## config.mk

```make
export PLATFORM = sky130hd
export DESIGN_NAME = tkrc_ctrl
export DESIGN_NICKNAME = d
export VERILOG_FILES = /design/src/design/tkrc_pkg.sv /design/src/design/tkrc_ctrl.sv
export SDC_FILE = /design/constraint.sdc
export NUM_CORES = 1
export LEC_CHECK = 0
export BUFFER_PORTS_ARGS = -buffer_cell sky130_fd_sc_hd__buf_2
export CORE_AREA = 2 2 52 54
export DETAILED_ROUTE_END_ITERATION = 6
export DIE_AREA = 0 0 54 56
export GPL_TIMING_DRIVEN = 0
export HOLD_SLACK_MARGIN = 0.02
export PLACE_DENSITY_LB_ADDON = 0.1
export REMOVE_ABC_BUFFERS = 1
export SYNTH_ARGS = -nofsm -noshare
export SYNTH_HDL_FRONTEND = slang
export SYNTH_SLANG_ARGS = --single-unit
```

## constraint.sdc

```tcl
create_clock -name clk -period 2.3 [get_ports clk]
set_clock_uncertainty 0.15 [all_clocks]
set_input_delay 0.345 -clock clk [delete_from_list [all_inputs] [get_ports clk]]
set_output_delay 0.345 -clock clk [all_outputs]
set_load 0.005 [all_outputs]
```

## src/design/tkrc_pkg.sv

```systemverilog
`timescale 1ns / 1ps
`default_nettype none

package tkrc_pkg;

  localparam int SET_INDEX_BITS = 13;
  localparam int NUM_SETS       = 1 << SET_INDEX_BITS;
  localparam int AGE_BITS       = 16;

  localparam logic [63:0] HASH_MUL_A = 64'h9E37_79B9_7F4A_7C15;
  localparam logic [63:0] HASH_MUL_B = 64'hC2B2_AE3D_27D4_EB4F;

  localparam logic OP_LOOKUP = 1'b0;
  localparam logic OP_STORE  = 1'b1;

  typedef logic [SET_INDEX_BITS-1:0] set_idx_t;
  typedef logic [AGE_BITS-1:0]       age_t;

  typedef struct packed {
    logic [63:0]        tag_white;
    logic [63:0]        tag_black;
    logic signed [31:0] data_mid;
    logic signed [31:0] data_end;
  } entry_t;

  // per-set replacement info, both ways
  typedef struct packed {
    logic valid1;
    age_t age1;
    logic valid0;
    age_t age0;
  } meta_t;

  typedef struct packed {
    logic     load_in;
    logic     rd_en;
    logic     commit;
    logic     out_load;
    logic     clr_wr;
    set_idx_t clr_addr;
  } cmd_t;

  typedef struct packed {
    logic op_store;
  } status_t;

  // Only the low index bits of each 64-bit product matter, so the low
  // operand bits are enough.
  function automatic set_idx_t set_hash(input logic [63:0] kw, input logic [63:0] kb);
    set_idx_t pa;
    set_idx_t pb;
    pa = kw[SET_INDEX_BITS-1:0] * HASH_MUL_A[SET_INDEX_BITS-1:0];
    pb = kb[SET_INDEX_BITS-1:0] * HASH_MUL_B[SET_INDEX_BITS-1:0];
    return pa ^ pb;
  endfunction

endpackage

`default_nettype wire

```

## src/design/tkrc_ctrl.sv

```systemverilog
`timescale 1ns / 1ps
`default_nettype none

module tkrc_ctrl
  import tkrc_pkg::*;
(
  input  wire logic    clk,
  input  wire logic    rst_n,
  input  wire logic    in_valid,
  output logic         in_ready,
  output logic         out_valid,
  input  wire logic    out_ready,
  input  wire status_t status,
  output cmd_t         cmd
);

  typedef enum logic [1:0] {
    ST_CLEAR,
    ST_IDLE,
    ST_READ,
    ST_RESOLVE
  } state_t;

  state_t   state_r, state_nxt;
  set_idx_t clr_cnt_r, clr_cnt_nxt;
  logic     out_valid_r, out_valid_nxt;
  logic     out_free;

  assign in_ready  = (state_r == ST_IDLE);
  assign out_valid = out_valid_r;
  assign out_free  = !out_valid_r || out_ready;

  always_comb begin
    state_nxt     = state_r;
    clr_cnt_nxt   = clr_cnt_r;
    out_valid_nxt = out_valid_r && !out_ready;
    cmd           = '0;
    cmd.clr_addr  = clr_cnt_r;
    case (state_r)
      ST_CLEAR: begin
        cmd.clr_wr  = 1'b1;
        clr_cnt_nxt = clr_cnt_r + 1'b1;
        if (clr_cnt_r == set_idx_t'(NUM_SETS - 1)) begin
          state_nxt = ST_IDLE;
        end
      end
      ST_IDLE: begin
        if (in_valid) begin
          cmd.load_in = 1'b1;
          state_nxt   = ST_READ;
        end
      end
      ST_READ: begin
        cmd.rd_en = 1'b1;
        state_nxt = ST_RESOLVE;
      end
      ST_RESOLVE: begin
        if (status.op_store) begin
          cmd.commit = 1'b1;
          state_nxt  = ST_IDLE;
        end else if (out_free) begin
          // lookup waits here until the output register can take the result
          cmd.commit    = 1'b1;
          cmd.out_load  = 1'b1;
          out_valid_nxt = 1'b1;
          state_nxt     = ST_IDLE;
        end
      end
      default: begin
        state_nxt = ST_CLEAR;
      end
    endcase
  end

  always_ff @(posedge clk) begin
    if (!rst_n) begin
      state_r     <= ST_CLEAR;
      clr_cnt_r   <= '0;
      out_valid_r <= 1'b0;
    end else begin
      state_r     <= state_nxt;
      clr_cnt_r   <= clr_cnt_nxt;
      out_valid_r <= out_valid_nxt;
    end
  end

endmodule

`default_nettype wire

```

### After elaboration in Yosys (flattened, before gate mapping)

Cells that the tools add are included.

| word-level totals | value |
|---|---|
| register bits | 16 |
| bits of input ports | 5 |
| output and inout bits | 20 |
| logic and storage cells | 33 |

| cells by class | value |
|---|---|
| $add $sub $neg | 1 |
| eq/ne operators | 7 |
| muxes and demuxes | 16 |
| reduce and logical (&&, ||, !) cells | 6 |

Operators by type and width:

| cell | count |
|---|---|
| 13-bit by 1-bit adder with 13-bit output (second input constant) | 1 |
| 13-bit == test (second input constant) | 1 |
| 2-bit 2-to-1 mux | 6 |
| 1-bit 2-to-1 mux | 9 |
| 2-bit case mux with 4 select lines | 1 |
| 2-bit == test (second input constant) | 2 |
| 2-bit != test (second input constant) | 2 |
| 3-bit != test (second input constant) | 1 |
| 3-bit AND reduction | 1 |
| 2-bit by 1-bit == test with 1-bit output (second input constant) | 1 |
| 1-bit zero test | 2 |
| 2-bit zero test | 1 |
| 1-bit logical AND | 1 |
| 1-bit logical OR | 1 |

### Logic depth before layout (Yosys ltp)

Gate-level depths: netlist of run 1.

| depth | value |
|---|---|
| depth after elaboration | 5 |
| gate-level depth with buffers | 7 |
| mapped depth without buffers | 6 |

### Least setup slack after synthesis of run 1

Ideal clock, no wire load.

| timing | value |
|---|---|
| kind | register to register |
| from | register state_r[1] |
| to | register clr_cnt_r[10] |
| library setup time | 0.128 ns |
| arrival | 1.515 ns |
| data required time | 2.022 ns |
| path slack | 0.507 ns |
| cell stages (with the launch flop) | 8 |
| buffers on the path | 1 |
| clock period less this slack | 1.793 ns |
| cells stage by stage | dfxtp_1 inv_1 ha_1 buf_2 inv_1 or4_1 xor2_1 nor2_1 |

| on the way | value |
|---|---|
| longest elaborated chain between the ends | 1 |

RTL lines:

| item | line | source |
|---|---|---|
| start: declaration | tkrc_ctrl.sv:24 | `state_t state_r, state_nxt;` |
| start signal: assignment | tkrc_ctrl.sv:81 | `state_r <= state_nxt;` |
| 2-bit zero test | tkrc_ctrl.sv:39 | `case (state_r)` |
| end signal: assignment | tkrc_ctrl.sv:82 | `clr_cnt_r <= clr_cnt_nxt;` |
| end: declaration | tkrc_ctrl.sv:25 | `set_idx_t clr_cnt_r, clr_cnt_nxt;` |

No other way between the ends.
A chain may end at the register's enable or synchronous reset.

### Worst setup path after layout of run 1

| timing | value |
|---|---|
| from | register state_r[0] |
| to | register clr_cnt_r[5] |

Same word-level chain as after synthesis.

==> results of run 1 <==
[logic make-up (layout without fill, tap and decap cells)]
logic type | count (synthesis) | after routing | share of synthesized area [%]
xor gates and xnor gates | 10 | 10 | 10.8
AOI/OAI and AO/OA | 12 | 12 | 12.2
buffers and inverters | 8 | 33 | 3.86
and+or+nand+nor | 36 | 36 | 24.7
adders and majority gates | 5 | 5 | 7.72
DFF | 16 | 16 | 39.5
muxes | 1 | 1 | 1.23
[worst max-delay path, cell delays in order (launching register included)]
cell and delay (ps):
dfxtp_1 350, inv_1 90, ha_2 340, nand4_1 300, or3_2 490, a21oi_1 140
[how the worst max path moves through the flow]
stage	to	slack, ps	cells after the start	startpoint
2_1_floorplan	clr_cnt_r[5]$_SDFFE_PN0N_	460	5	state_r[1]$_SDFFE_PN0P_
3_3_place_gp	clr_cnt_r[5]$_SDFFE_PN0N_	200	5	state_r[0]$_SDFFE_PN0P_
3_5_place_dp	clr_cnt_r[5]$_SDFFE_PN0N_	200	5	state_r[0]$_SDFFE_PN0P_
4_1_cts	clr_cnt_r[5]$_SDFFE_PN0N_	160	5	state_r[0]$_SDFFE_PN0P_
5_1_grt	clr_cnt_r[11]$_SDFFE_PN0N_	170	6	state_r[0]$_SDFFE_PN0P_
6_report	clr_cnt_r[5]$_SDFFE_PN0N_	370	5	state_r[0]$_SDFFE_PN0P_
[power by group]
group          internal (W)  switching [W]
registers          0.000306      0.0000336
logic              0.000108       0.000116
clock network     0.0000607      0.0000857
total              0.000475       0.000235
[metal layers]
layer  share of wire (%)  vias to the layer above
met5                   0                        -
met4                 1.1                        0
met3                 4.2                        2
met2                  42                       13
met1                  52                      299
li1                    -                      360
[stage by stage]
step	std cells	total power, W
after floorplan	86	0.000494
after global placement	140	0.000561
after detailed placement	140	0.000567
after CTS	143	0.000722
after global routing	143	0.000765
final	143	0.000710
[cell usage in the layout (no fill, tap or decap), drive strengths merged, types with 2 or more instances in the layout]
master | synthesis | layout
buf | 1 | 24
dfxtp | 16 | 16
nor2 | 11 | 11
inv | 6 | 6
xor2 | 6 | 6
nand2 | 5 | 5
a21oi | 5 | 5
ha | 5 | 5
xnor2 | 4 | 4
nand3 | 4 | 4
nand4 | 4 | 4
clkbuf | 1 | 3
nand2b | 2 | 2
or4 | 2 | 2
nor3 | 2 | 2
[cell usage after synthesis (all sizes together) (2+ instances only)]
cell	number
xnor2	4
nand4	4
or4	2
a21oi	5
ha	5
nor3	2
dfxtp	16
xor2	6
inv	6
nand2b	2
nand3	4
nor2	11
nand2	5
[sequential cells by signal, summed over array words and instances (netlist names)]
name,count
out_valid,1
clr_cnt_r,13
state_r,2
[cell type report]
class	instances	area, sq um
inverters	6	22.5
repair buffers	24	120
flip-flops and latches	16	320
clock buffers	3	22.5
multi-input cells	64	462
fillers	257	1450
well taps	30	37.5
==> results.py, run 1 <==
metrics = {
    "critical_path": {
        "worst-setup-path-type": "reg2reg",
        "ff2ff_setup_slack_ps": 370,
        "worstSetupEndpointType": "flop",
        "rr_worst_depth": 5,
        "cp-start-kind": "flop",
        "cp.required_ps": 2370,
        "r2r_end": "clr_cnt_r[5]$_SDFFE_PN0N_",
        "cp_max_fo": 11,
        "cp_data_arrival_time_ps": 2000,
        "r2r-start": "state_r[0]$_SDFFE_PN0P_",
    },
    "placement": {
        "dpl.hpwl_um": 1190,
        "place_ws_ps": 199,
        "gp_congestion": 0.704,
        "placed_cell_area_sq_um": 960,
        "io_buffers": 24,
    },
    "job": {
        "drv_cap": 0,
    },
    "yosys": {
        "ys.flop_type": "dfxtp_1",
        "syn_area_sq_um": 811,
        "yosysWarnings": 0,
        "synth_area_leaders": "dfxtp_1 40%, ha_1 7.7%, xor2_1 6.5%",
        "synth_edf_count": 0,
        "synth.avg_cell_area_sq_um": 9.21,
        "syn_inst": 88,
        "yosysTopAreaCell": "dfxtp_1",
        "ys_ff_latch": 16,
        "seq_area_frac_synth_pct": 39.5,
        "synth-async-reset-ratio_pct": 0,
        "synthDominantCellAreaShare_pct": 39.5,
        "synthDistinctLibCells": 30,
    },
    "floorplanning": {
        "ioPinCount": 25,
        "die_area_sq_um": 3020,
        "coreArea_sq_um": 2430,
        "die_h_um": 56,
        "die_w_um": 54,
        "start_util_pct": 33.3,
        "num_rows": 18,
    },
    "clock_tree": {
        "cts.sinks": 16,
        "cts-htree-levels": 1,
        "cts_setup_buffers": 0,
        "clk_pin_slew_ps": 90,
        "worstSkewPairLatency_ps": 280,
        "postCtsResizedCells": 0,
        "root_buffer": "clkbuf_4",
        "postCtsHoldBufs": 0,
        "clock_path_buffers": 2,
        "cts_tree": "yes",
        "cts_buffers": 3,
    },
    "grt": {
        "grt.overflow.total": 0,
        "grt_use_met1_pct": 17.0,
        "grt_start_max_net_pins": 17,
        "grt_antenna_before_repair": 0,
        "grt.busiest_layer": "met1",
        "grt_first_pass_wirelength_um": 2670,
        "grtUsageMet2_pct": 16.0,
        "grt.total_usage_pct": 12.0,
        "grt_pass1_vias": 587,
        "met3_usage_pct": 5.65,
    },
    "finish": {
        "final_layout_size_suffix_gt1_share_pct": 29.2,
        "diodes": 0,
        "fin_nets": 125,
        "final_util_pct": 40.5,
        "syn2layout_area_growth_pct": 21.5,
        "final_cell_area_sq_um": 985,
    },
    "run_status": {
        "outcome": "completed",
    },
    "sta": {
        "finalSetupViolations": 0,
        "hold_ws_ps": 259,
        "relSlewSlack_pct": 65.1,
        "finalHoldViolCount": 0,
        "fmax_ghz": 0.517,
        "finalCriticalPeriod_ps": 1930,
        "fin_crit_sh_pct": 84.1,
        "slew_violations": 0,
        "worst_pin_slew_ps": 523,
        "rsz0062_at_grt": "false",
        "fin_ws_ps": 366,
        "fin_tns_setup_ps": 0,
    },
    "routing": {
        "drt.antenna.violating_nets": 0,
        "routedWlPerCell_um": 11.4,
        "route.detailed.drc": 0,
        "first_iter_violations": 5,
        "vias": 674,
        "dr.pass1.iters": 4,
        "drt_wl_total_um": 1630,
        "via_per_inst": 4.71,
    },
    "power": {
        "peakVddDrop_uv": 382,
        "power.leakage_nw": 0.469,
        "power_density_nw_per_um2": 721,
    },
    "min_path": {
        "min_from": "out_ready",
        "hold_class": "in2reg",
        "hold-path-cell-count": 3,
        "worstHoldEndpoint": "out_valid$_SDFF_PN0_",
    },
}
Power figures use the tool's default switching activity.
==> run 2: changes to the inputs <==
==> constraint.sdc (replaced) <==
create_clock -name clk -period 1.7 [get_ports clk]
set_clock_uncertainty 0.15 [all_clocks]
set_input_delay 0.255 -clock clk [delete_from_list [all_inputs] [get_ports clk]]
set_output_delay 0.255 -clock clk [all_outputs]
set_load 0.005 [all_outputs]
==> results.py, run 2 (synthesis results as in run 1) <==
metrics = {
    "sta": {
        "relSlewSlack_pct": 65.3,
        "worst_pin_slew_ps": 520,
        "fin_ws_ps": 24.8,
        "fmax_ghz": 0.597,
        "fin_crit_sh_pct": 98.5,
        "slew_violations": 0,
        "hold_ws_ps": 178,
        "finalHoldViolCount": 0,
        "rsz0062_at_grt": "true",
        "finalSetupViolations": 0,
        "fin_tns_setup_ps": 0,
        "finalCriticalPeriod_ps": 1680,
    },
    "critical_path": {
        "crit_buf_inv": 1,
        "cp-start-kind": "flop",
        "cp-startpoint": "clr_cnt_r[1]$_SDFFE_PN0N_",
        "slowest_delay_ps": 400,
        "cp_data_arrival_time_ps": 1750,
        "r2r-start": "clr_cnt_r[1]$_SDFFE_PN0N_",
        "cp_max_fo": 4,
        "crit_family": "compound AO/OA/AOI/OAI gates",
        "worstSetupEndpointType": "flop",
        "worst-setup-path-type": "reg2reg",
        "crit_chain": "ha_4, nand4_1, o41ai_4, buf_4, nand3_2, a21oi_2",
        "cp.required_ps": 1770,
        "critical_path.slowest_cell": "o41ai_4",
    },
    "grt": {
        "grtUsageMet2_pct": 17.6,
        "grt_first_pass_wirelength_um": 2830,
        "grt_antenna_before_repair": 0,
        "met3_usage_pct": 5.65,
        "grt.overflow.total": 0,
        "grt.total_usage_pct": 12.6,
        "grt_pass1_vias": 623,
        "grt.busiest_layer": "met2",
        "grt_use_met1_pct": 17.5,
        "grt_start_max_net_pins": 17,
    },
    "finish": {
        "diodes": 0,
        "instances_no_fill": 152,
        "fin_nets": 134,
        "final_layout_size_suffix_gt1_share_pct": 42.6,
        "top_register": "clr_cnt_r",
        "fill_cells": 252,
        "final_cell_mix": "24 x buf_2, 13 x dfxtp_1, 11 x nor2_1",
        "layout_commonest_cell": "buf_2",
        "largest_register_ffs": 13,
        "final_util_pct": 45.4,
        "syn2layout_area_growth_pct": 36.3,
    },
    "clock_tree": {
        "postCtsHoldBufs": 0,
        "cts_tree": "yes",
        "worstSkewPairLatency_ps": 280,
        "cts-htree-levels": 1,
        "clock_path_buffers": 2,
        "clk_pin_slew_ps": 90,
        "cts_buffers": 3,
        "root_buffer": "clkbuf_4",
        "cts.sinks": 16,
    },
    "floorplanning": {
        "die_w_um": 54,
        "die_area_sq_um": 3020,
        "coreArea_sq_um": 2430,
        "start_util_pct": 33.3,
        "ioPinCount": 25,
        "num_rows": 18,
        "die_h_um": 56,
    },
    "routing": {
        "vias": 732,
        "first_iter_violations": 16,
        "via_per_inst": 4.82,
        "drt.antenna.violating_nets": 0,
        "drt_wl_total_um": 1810,
        "routedWlPerCell_um": 11.9,
        "route.detailed.drc": 0,
        "dr.pass1.iters": 4,
    },
    "job": {
        "drv_cap": 0,
    },
    "placement": {
        "dpl.hpwl_um": 1190,
        "place_ws_ps": -401,
        "gp_congestion": 0.704,
        "io_buffers": 24,
        "dp.cells": 140,
    },
    "power": {
        "peakVddDrop_uv": 610,
        "power.leakage_nw": 0.516,
        "power_density_nw_per_um2": 1020,
    },
    "run_status": {
        "outcome": "completed",
    },
    "min_path": {
        "hold_class": "in2reg",
        "min_from": "out_ready",
    },
}
## run 2: layout make-up
class	instances	area, sq um	area share (%)
multi-input cells	64	505	45.8
flip-flops and latches	16	329	29.8
repair buffers	33	188	17.0
well taps	30	37.5	3.40
clock buffers	3	22.5	2.04
inverters	6	22.5	2.04
## run 2: worst paths after layout
path / to / slack, ps / cells past startpoint
worst max-delay path: state_r[1]$_SDFFE_PN0P_ / 20 / 6
worst min-delay path: out_valid$_SDFF_PN0_ / 180 / 3
worst max register to register: state_r[1]$_SDFFE_PN0P_ / 20 / 6
worst min register to register: clr_cnt_r[12]$_SDFFE_PN0N_ / 370 / 2
## run 2: metal layers
| layer | vias up | share of wire (%) |
|---|---|---|
| met3 | 2 | 4.5 |
| met5 | - | 0 |
| met1 | 338 | 48 |
| li1 | 377 | - |
| met2 | 15 | 46 |
| met4 | 0 | 1.1 |
## run 2: worst reg2reg max path: cells and delay by family, from the launching register on
kind	cells	cell delay [ps]
compound gates	2	530
flops	1	380
simple gates	2	240
buf+inv	1	180
fa+ha+maj	1	140
## run 2: power by group
part           total [W]  internal, W  switching (W)
sequential      0.000477     0.000426      0.0000516
combinational   0.000451     0.000252       0.000199
clock           0.000200    0.0000823       0.000117
total            0.00113     0.000760       0.000368
## run 2: metrics by stage
step	cell area [sq um]	power, W
3_5_place_dp	960	0.000767
3_3_place_gp	960	0.000758
2_1_floorplan	802	0.000668
5_1_grt	1100	0.00121
4_1_cts	1030	0.00106
6_report	1100	0.00113
## run 2: timing repair
action | 4_1_cts | 5_1_grt
buffers inserted | 4 | 5
cloned | 0 | 0
pin swaps | 3 | 7
endpoints found under the setup margin | 10 | 8
resized for setup | 6 | 9
